<file path="src/design/ctd_pkg.sv">
// Shared types and constants for the chunked transfer decoder.
// No dependencies; used by ctd_step and chunked_transfer_decoder.

package ctd_pkg;

    // Sizing of the decoder
    localparam int MAX_HEX_DIGITS = 16;
    localparam int LENGTH_WIDTH   = 32;
    localparam int CHUNK_W        = 64;
    localparam int LINE_W         = 16;
    localparam int HEXCNT_W       = 5;
    localparam int COUNT_W        = 32;

    localparam logic [COUNT_W-1:0] COUNT_LIMIT = (LENGTH_WIDTH >= 32) ? 32'hFFFF_FFFF
        : COUNT_W'((64'd1 << LENGTH_WIDTH) - 64'd1);
    localparam logic [LINE_W-1:0] LINE_SAT = {LINE_W{1'b1}};
    localparam logic [LINE_W-1:0] MAX_LINE_RESET = 16'd4096;

    // Special characters
    localparam logic [7:0] CHAR_CR = 8'h0D;
    localparam logic [7:0] CHAR_LF = 8'h0A;

    // Parser phase
    typedef enum logic [2:0] {
        PH_DIGITS  = 3'd0,
        PH_EXT     = 3'd1,
        PH_SIZE_LF = 3'd2,
        PH_DATA    = 3'd3,
        PH_DATA_CR = 3'd4,
        PH_DATA_LF = 3'd5,
        PH_TRAILER = 3'd6
    } phase_t;

    // Body status codes
    typedef enum logic [1:0] {
        ST_RUN   = 2'd0,
        ST_DONE  = 2'd1,
        ST_BAD   = 2'd2,
        ST_SHORT = 2'd3
    } status_t;

    // Decoder state carried from byte to byte
    typedef struct packed {
        phase_t                phase;
        logic [CHUNK_W-1:0]    chunk_rem;
        logic [LINE_W-1:0]     line_pos;
        logic [HEXCNT_W-1:0]   hex_cnt;
        logic [1:0]            trl_bytes;
        logic                  prev_cr;
        logic [COUNT_W-1:0]    consumed;
        status_t               fstat;
    } state_t;

    // One result item
    typedef struct packed {
        logic [7:0]  payload_byte;
        logic        payload_valid;
        status_t     status;
        logic [31:0] raw_length;
    } result_t;

    localparam state_t STATE_CLEAR = '{
        phase:     PH_DIGITS,
        chunk_rem: '0,
        line_pos:  '0,
        hex_cnt:   '0,
        trl_bytes: '0,
        prev_cr:   1'b0,
        consumed:  '0,
        fstat:     ST_RUN
    };

endpackage

</file>
<file path="src/design/ctd_step.sv">
// Per-byte next-state and result logic of the chunked transfer decoder.
// Depends on ctd_pkg; purely combinational, sits between input and result registers.

module ctd_step (
    input  ctd_pkg::state_t        cur,
    input  logic [7:0]             data_byte,
    input  logic                   first_byte,
    input  logic                   last_byte,
    input  logic [15:0]            max_size_line,
    output ctd_pkg::state_t        nxt,
    output ctd_pkg::result_t       res
);

    // hex character decode: {valid, value}
    function automatic logic [4:0] hex_of(input logic [7:0] b);
        logic [4:0] r;
        r = 5'd0;
        if (b >= 8'h30 && b <= 8'h39) r = {1'b1, 4'(b - 8'h30)};
        else if (b >= 8'h61 && b <= 8'h66) r = {1'b1, 4'(b - 8'h57)};
        else if (b >= 8'h41 && b <= 8'h46) r = {1'b1, 4'(b - 8'h37)};
        return r;
    endfunction

    ctd_pkg::state_t s;
    logic [4:0]                       hex;
    logic                             pay;
    logic [ctd_pkg::LINE_W-1:0]       line_bump;
    logic                             tail_bad;
    ctd_pkg::phase_t                  tail_phase;

    always_comb
    begin
        // a new body clears everything before this byte
        s   = first_byte ? ctd_pkg::STATE_CLEAR : cur;
        nxt = s;
        pay = 1'b0;
        hex = hex_of(data_byte);

        line_bump  = (s.line_pos != ctd_pkg::LINE_SAT) ? s.line_pos + 1'b1 : s.line_pos;
        tail_bad   = (s.line_pos >= max_size_line) || (data_byte == ctd_pkg::CHAR_LF);
        tail_phase = (data_byte == ctd_pkg::CHAR_CR) ? ctd_pkg::PH_SIZE_LF : ctd_pkg::PH_EXT;

        if (s.fstat == ctd_pkg::ST_RUN)
        begin
            if (s.consumed < ctd_pkg::COUNT_LIMIT)
            begin
                nxt.consumed = s.consumed + 1'b1;
            end

            case (s.phase)
                ctd_pkg::PH_DIGITS:
                begin
                    if (hex[4])
                    begin
                        nxt.hex_cnt = s.hex_cnt + 1'b1;
                        if (32'(s.hex_cnt) + 32'd1 > 32'(ctd_pkg::MAX_HEX_DIGITS))
                        begin
                            nxt.fstat = ctd_pkg::ST_BAD;
                        end
                        else
                        begin
                            nxt.chunk_rem = {s.chunk_rem[ctd_pkg::CHUNK_W-5:0], hex[3:0]};
                            nxt.line_pos  = line_bump;
                        end
                    end
                    else if (s.hex_cnt == '0)
                    begin
                        nxt.fstat = ctd_pkg::ST_BAD;
                    end
                    else
                    begin
                        if (tail_bad) nxt.fstat = ctd_pkg::ST_BAD;
                        else          nxt.phase = tail_phase;
                        nxt.line_pos = line_bump;
                    end
                end
                ctd_pkg::PH_EXT:
                begin
                    if (tail_bad) nxt.fstat = ctd_pkg::ST_BAD;
                    else          nxt.phase = tail_phase;
                    nxt.line_pos = line_bump;
                end
                ctd_pkg::PH_SIZE_LF:
                begin
                    if (data_byte != ctd_pkg::CHAR_LF)
                    begin
                        nxt.fstat = ctd_pkg::ST_BAD;
                    end
                    else
                    begin
                        nxt.line_pos  = '0;
                        nxt.hex_cnt   = '0;
                        nxt.phase     = (s.chunk_rem == '0) ? ctd_pkg::PH_TRAILER
                                                            : ctd_pkg::PH_DATA;
                        nxt.trl_bytes = '0;
                        nxt.prev_cr   = 1'b0;
                    end
                end
                ctd_pkg::PH_DATA:
                begin
                    nxt.chunk_rem = s.chunk_rem - 1'b1;
                    if (s.chunk_rem == ctd_pkg::CHUNK_W'(1)) nxt.phase = ctd_pkg::PH_DATA_CR;
                    pay = 1'b1;
                end
                ctd_pkg::PH_DATA_CR:
                begin
                    if (data_byte != ctd_pkg::CHAR_CR) nxt.fstat = ctd_pkg::ST_BAD;
                    else                               nxt.phase = ctd_pkg::PH_DATA_LF;
                end
                ctd_pkg::PH_DATA_LF:
                begin
                    if (data_byte != ctd_pkg::CHAR_LF) nxt.fstat = ctd_pkg::ST_BAD;
                    else                               nxt.phase = ctd_pkg::PH_DIGITS;
                end
                default:
                begin
                    // trailer: only LF ends a line and it must follow CR
                    if (data_byte == ctd_pkg::CHAR_LF)
                    begin
                        if (s.trl_bytes == 2'd0 || !s.prev_cr) nxt.fstat = ctd_pkg::ST_BAD;
                        else if (s.trl_bytes == 2'd1)          nxt.fstat = ctd_pkg::ST_DONE;
                        nxt.trl_bytes = '0;
                        nxt.prev_cr   = 1'b0;
                    end
                    else
                    begin
                        if (s.trl_bytes != 2'd3) nxt.trl_bytes = s.trl_bytes + 1'b1;
                        nxt.prev_cr = (data_byte == ctd_pkg::CHAR_CR);
                    end
                end
            endcase

            if (nxt.fstat == ctd_pkg::ST_RUN && last_byte)
            begin
                nxt.fstat = ctd_pkg::ST_SHORT;
            end
        end

        // result item
        res.payload_byte  = pay ? data_byte : 8'd0;
        res.payload_valid = pay;
        res.status        = nxt.fstat;
        res.raw_length    = (nxt.fstat == ctd_pkg::ST_DONE) ? 32'(nxt.consumed) : 32'd0;
    end

endmodule

</file>
<file path="src/design/chunked_transfer_decoder.sv">
// Top level of the chunked transfer decoder: input register, state, result register.
// Depends on ctd_pkg and ctd_step.
//
//   channel  | handshake           | payload
//   ---------+---------------------+------------------------------------------------
//   in       | in_valid/in_ready   | data_byte, first_byte, last_byte
//   out      | out_valid/out_ready | payload_byte, payload_valid, status, raw_length
//   cfg      | cfg_valid/cfg_ready | max_size_line
//
// One byte per cycle sustained while out_ready is high; a byte passes the input register, then the result register.
// The state update for a byte is a single pass through ctd_step while it moves to the result.
// A stalled result holds the result register; the input register takes one more byte only if it was empty.
// Reset clears all decoder state and sets max_size_line to 4096; cfg_ready is always high.

module chunked_transfer_decoder (
    input  logic        clk,
    input  logic        rst_n,
    input  logic        in_valid,
    output logic        in_ready,
    input  logic [7:0]  data_byte,
    input  logic        first_byte,
    input  logic        last_byte,
    output logic        out_valid,
    input  logic        out_ready,
    output logic [7:0]  payload_byte,
    output logic        payload_valid,
    output logic [1:0]  status,
    output logic [31:0] raw_length,
    input  logic        cfg_valid,
    output logic        cfg_ready,
    input  logic [15:0] max_size_line
);

    logic               in_valid_reg;
    logic [7:0]         byte_reg;
    logic               first_reg;
    logic               last_reg;
    logic               out_valid_reg;
    logic [15:0]        max_line_reg;
    logic               advance;
    ctd_pkg::state_t    state_reg;
    ctd_pkg::state_t    state_next;
    ctd_pkg::result_t   res_reg;
    ctd_pkg::result_t   res_next;

    // pipeline control
    assign advance   = in_valid_reg && (!out_valid_reg || out_ready);
    assign in_ready  = !in_valid_reg || advance;
    assign cfg_ready = 1'b1;

    // configuration register
    always_ff @(posedge clk or negedge rst_n)
    begin
        if (!rst_n)
        begin
            max_line_reg <= ctd_pkg::MAX_LINE_RESET;
        end
        else if (cfg_valid)
        begin
            max_line_reg <= max_size_line;
        end
    end

    // input register
    always_ff @(posedge clk or negedge rst_n)
    begin
        if (!rst_n)
        begin
            in_valid_reg <= 1'b0;
        end
        else if (in_ready)
        begin
            in_valid_reg <= in_valid;
        end
    end

    always_ff @(posedge clk)
    begin
        if (in_valid && in_ready)
        begin
            byte_reg  <= data_byte;
            first_reg <= first_byte;
            last_reg  <= last_byte;
        end
    end

    // per-byte decode
    ctd_step u_step (
        .cur           (state_reg),
        .data_byte     (byte_reg),
        .first_byte    (first_reg),
        .last_byte     (last_reg),
        .max_size_line (max_line_reg),
        .nxt           (state_next),
        .res           (res_next)
    );

    // decoder state and result valid
    always_ff @(posedge clk or negedge rst_n)
    begin
        if (!rst_n)
        begin
            state_reg     <= ctd_pkg::STATE_CLEAR;
            out_valid_reg <= 1'b0;
        end
        else
        begin
            if (advance)
            begin
                state_reg <= state_next;
            end
            if (advance)
            begin
                out_valid_reg <= 1'b1;
            end
            else if (out_ready)
            begin
                out_valid_reg <= 1'b0;
            end
        end
    end

    // result register
    always_ff @(posedge clk)
    begin
        if (advance)
        begin
            res_reg <= res_next;
        end
    end

    assign out_valid     = out_valid_reg;
    assign payload_byte  = res_reg.payload_byte;
    assign payload_valid = res_reg.payload_valid;
    assign status        = res_reg.status;
    assign raw_length    = res_reg.raw_length;

    // raw length only reported on completion
    a_len_done: assert property (@(posedge clk) disable iff (!rst_n)
        out_valid && raw_length != 32'd0 |-> status == ctd_pkg::ST_DONE)
        else $error("raw_length set without completion");

    // non-payload results carry a zero byte
    a_pay_zero: assert property (@(posedge clk) disable iff (!rst_n)
        out_valid && !payload_valid |-> payload_byte == 8'd0)
        else $error("payload_byte nonzero without payload_valid");

    // digit count never runs past one over the limit
    a_hex_bound: assert property (@(posedge clk) disable iff (!rst_n)
        32'(state_reg.hex_cnt) <= 32'(ctd_pkg::MAX_HEX_DIGITS) + 32'd1)
        else $error("hex digit count out of range");

    // state only moves when a byte goes through
    a_state_hold: assert property (@(posedge clk) disable iff (!rst_n)
        !advance |=> $stable(state_reg))
        else $error("decoder state changed without a byte");

endmodule
</file>
<file path="config.mk">
export PLATFORM = sky130hd
export DESIGN_NAME = chunked_transfer_decoder
export DESIGN_NICKNAME = d
export VERILOG_FILES = /design/src/design/ctd_pkg.sv /design/src/design/ctd_step.sv /design/src/design/chunked_transfer_decoder.sv
export SDC_FILE = /design/constraint.sdc
export NUM_CORES = 1
export LEC_CHECK = 0
export BUFFER_PORTS_ARGS = -buffer_cell sky130_fd_sc_hd__buf_2
export CAP_MARGIN = 20
export CORE_MARGIN = 10
export CORE_UTILIZATION = 45
export CTS_CLUSTER_SIZE = 12
export DETAILED_ROUTE_END_ITERATION = 8
export PLACE_DENSITY = 0.69
export SLEW_MARGIN = 0
export SYNTH_ARGS = -nofsm -noshare
export SYNTH_HDL_FRONTEND = slang
export SYNTH_SLANG_ARGS = --single-unit
</file>
<file path="constraint.sdc">
create_clock -name clk -period 10.2 [get_ports clk]
set_input_delay 1.02 -clock clk [delete_from_list [all_inputs] [get_ports clk]]
set_output_delay 1.02 -clock clk [all_outputs]
set_load 0.005 [all_outputs]
</file>
==> impl_metrics.csv <==
group,metric,value,unit
critical_path,rr_startpoint,"first_reg",
critical_path,critical_path_peak_fanout,157,
clocking,cts.path.max_buffers,2,
detailed_routing,met1Wirelength,16100,um
critical_path,required,10.38,ns
clocking,clock_sinks,196,
clocking,h-tree-depth,4,
floorplan,core-area,28700,um^2
detailed_routing,post_drt_via_cell_ratio,6.24,
detailed_routing,drt-total-wl,36300,um
detailed_routing,wl_per_cell,19.0,um
timing,fin_tns_setup,0,ns
floorplan,start_util,0.455,
clocking,clk_pin_slew,0.08,ns
synthesis,synth_warnings,0,
synthesis,async_flop_share,0.730,
timing,worst_slack,6.06,ns
outcome,status,"completed",
detailed_routing,firstDrtPassIters,6,
place,post-dp-hpwl,24000,um
synthesis,synth_ff_type,"dfrtp_1",
place,portBuffers,75,
synthesis,synthCells,1503,
synthesis,synth_area,13100,um^2
floorplan,ios,77,
power,power_density,189,nW/um^2
detailed_routing,maxUsedRoutingLayer,"met4",
timing,fin_worst_skew,0.0131,ns
timing,hold_viol_final,0,
grt,grt_max_degree,158,
final_layout,regArea,5170,um^2
clocking,cts_resized,0,
floorplan,die_x,190,um
critical_path,endpoint,"status[1]",
final_layout,fillers,2721,
detailed_routing,vias,11910,
critical_path,crit_type,"flop to flop",
final_layout,multi_input_area,7270,um^2
final_layout,finalNetCount,1569,
grt,grt_pass1_wl,59100,um
critical_path,rr_worst_depth,13,
detailed_routing,wl_met2,16500,um
clocking,cts_hold_buffers,0,
critical_path,critPathLaunch,"first_reg",
critical_path,reg2reg_slack,6.06,ns
detailed_routing,detail_route.drc_violations,0,
final_layout,antenna_cells,0,
final_layout,layout-drive-gt1-share,0.113,
detailed_routing,drtAntennaViolNets,0,
final_layout,largest_reg_flops,125,
min_path,min_path_type,"flop to flop",
power,max-vdd-ir-drop,0.110,mV
detailed_routing,drt-initial-drc-count,1369,
grt,antenna_found_initial,0,
synthesis,syn_nets,1559,
run,maxCapViolations,0,
timing,maxSlewViolCount,0,
detailed_routing,wl_met3,2960,um
timing,fmax,242,MHz
clocking,clock_latency,0.45,ns
synthesis,synth-edff-count,53,
timing,tightest_slew,1.05,ns
timing,fin_crit,4.14,ns
critical_path,start_kind,"flop",
critical_path,r2r_end,"status[1]",
timing,relSlewSlack,0.299,
synthesis,ys_seq_area_frac,0.396,
floorplan,die_height,190,um
clocking,cts_root_buf,"clkbuf_16",
synthesis,ys_types,104,
grt,grt_pass1_vias,11208,
floorplan,rows,62,
power,leakagePower,0.00579,uW
synthesis,synth-seq-cells,196,
place,place_ws,6.03,ns
synthesis,syn_avg_cell_area,8.69,um^2
clocking,postCtsSetupRepairBufs,0,
final_layout,area_delta_synth_final,8.92,%
place,gp_congestion,0.908,
clocking,numCtsBuffers,17,
grt,grt_usage,0.197,
timing,period_share,0.405,
critical_path,worst-endpoint-arrival,4.32,ns
grt,grt_overflow,0,
floorplan,die_area,36200,um^2
timing,rsz0062_at_grt,"no",
critical_path,worstSetupEndpointType,"flop",
timing,finalSetupViolCount,0,
clocking,cts_tree,"yes",
-- cells in the final DEF (no fill, tap or decap), types with 11 or more instances in the layout --
cell	instances
nand2_1	163
nor2_1	146
dfrtp_1	142
o21ai_0	112
buf_2	74
a21oi_1	68
edfxtp_1	53
nor3_1	50
inv_1	46
nor2b_1	41
nand3_1	41
nor4_1	31
xnor2_1	30
mux2i_1	29
nand4_1	26
ha_1	25
a22oi_1	23
and3_1	22
o22ai_1	19
a31oi_1	18
a221o_1	17
xor2_1	17
clkbuf_16	17
or3_1	16
a22o_1	14
nand2b_1	13
o211ai_1	12
a41oi_1	11
buf_4	11
-- power by group --
part	switching, uW	internal [uW]	leakage (uW)
clock	353	328	0.000281
combinational	621	365	0.00306
sequential	133	893	0.00245
-- per-layer routing --
metal / global-route usage / vias to the layer above
met3: 0.0368 / 74
met5: 0 / -
met2: 0.307 / 554
met4: 0.0572 / 0
met1: 0.272 / 5655
li1: - / 5627
-- cells in the mapped netlist, types with 13 or more instances --
| master | number | area share |
|---|---|---|
| nor2b_1 | 41 | 0.020 |
| a22o_1 | 14 | 0.0094 |
| nand3_1 | 41 | 0.016 |
| nand2_1 | 164 | 0.047 |
| xor2_1 | 17 | 0.011 |
| a221o_1 | 17 | 0.013 |
| edfxtp_1 | 53 | 0.12 |
| a22oi_1 | 23 | 0.013 |
| nand2b_1 | 13 | 0.0062 |
| nor3_1 | 50 | 0.019 |
| nand4_1 | 26 | 0.012 |
| buf_2 | 28 | 0.011 |
| nor2_1 | 147 | 0.042 |
| clkbuf_1 | 52 | 0.015 |
| and3_1 | 22 | 0.011 |
| a21oi_1 | 68 | 0.026 |
| ha_1 | 25 | 0.024 |
| a31oi_1 | 18 | 0.0086 |
| nor4_1 | 31 | 0.015 |
| o21ai_0 | 112 | 0.043 |
| mux2i_1 | 29 | 0.022 |
| dfrtp_1 | 142 | 0.27 |
| or3_1 | 16 | 0.0077 |
| o22ai_1 | 19 | 0.0091 |
| xnor2_1 | 30 | 0.020 |
| inv_1 | 48 | 0.014 |
-- area by class of cell --
| type | instances | share of cell area |
|---|---|---|
| Sequential cell | 196 | 0.363 |
| Timing Repair Buffer | 89 | 0.0379 |
| Multi-Input combinational cell | 1160 | 0.511 |
| Clock inverter | 15 | 0.0109 |
| Tap cell | 384 | 0.0338 |
| Inverter | 49 | 0.0130 |
| Clock buffer | 17 | 0.0299 |
-- worst min-delay path by stage --
stage | start | end | slack [ns] | cells past startpoint
floorplan | state_reg[22] | state_reg[22] | 0.46 | 1
global placement | state_reg[22] | state_reg[22] | 0.48 | 1
detailed placement | state_reg[22] | state_reg[22] | 0.49 | 1
CTS | state_reg[22] | state_reg[22] | 0.50 | 1
global route | state_reg[22] | state_reg[22] | 0.54 | 1
finish | state_reg[22] | state_reg[22] | 0.51 | 1
-- metrics by stage --
step	power, uW	utilization	cells	hold slack [ns]	cell area [um^2]
floorplan	1740	-	1503	0.457	13100
global placement	1980	0.474	1876	0.482	13600
detailed placement	1990	0.474	1876	0.490	13600
CTS	2680	0.494	1908	0.500	14200
global route	2850	0.496	1910	0.540	14200
finish	2690	0.496	1910	0.505	14200
-- worst max-delay path: stages (launching register included) --
cell      delay (ns)
edfxtp_1        0.42
buf_12          0.26
inv_2           0.26
buf_4           0.61
nand2_1         0.14
inv_1           0.16
ha_1            0.28
a21oi_1         0.14
a31oi_1         0.09
o21bai_1        0.32
a31oi_1         0.23
or2_1           0.27
a221oi_1        0.39
o21ai_0         0.13
-- logic make-up (layout without fill, tap and decap cells) --
| logic type | after synthesis | in the layout | share of synthesized area |
|---|---|---|---|
| other cells | 1 | 1 | 0.000287 |
| fa+ha+maj | 25 | 25 | 0.0239 |
| mux | 32 | 32 | 0.0248 |
| compound gates | 422 | 422 | 0.226 |
| buf+inv | 147 | 170 | 0.0479 |
| xor+xnor | 47 | 47 | 0.0315 |
| simple gates | 633 | 633 | 0.249 |
| flops | 196 | 196 | 0.396 |
Note: power is estimated with default switching activity, not from simulation.
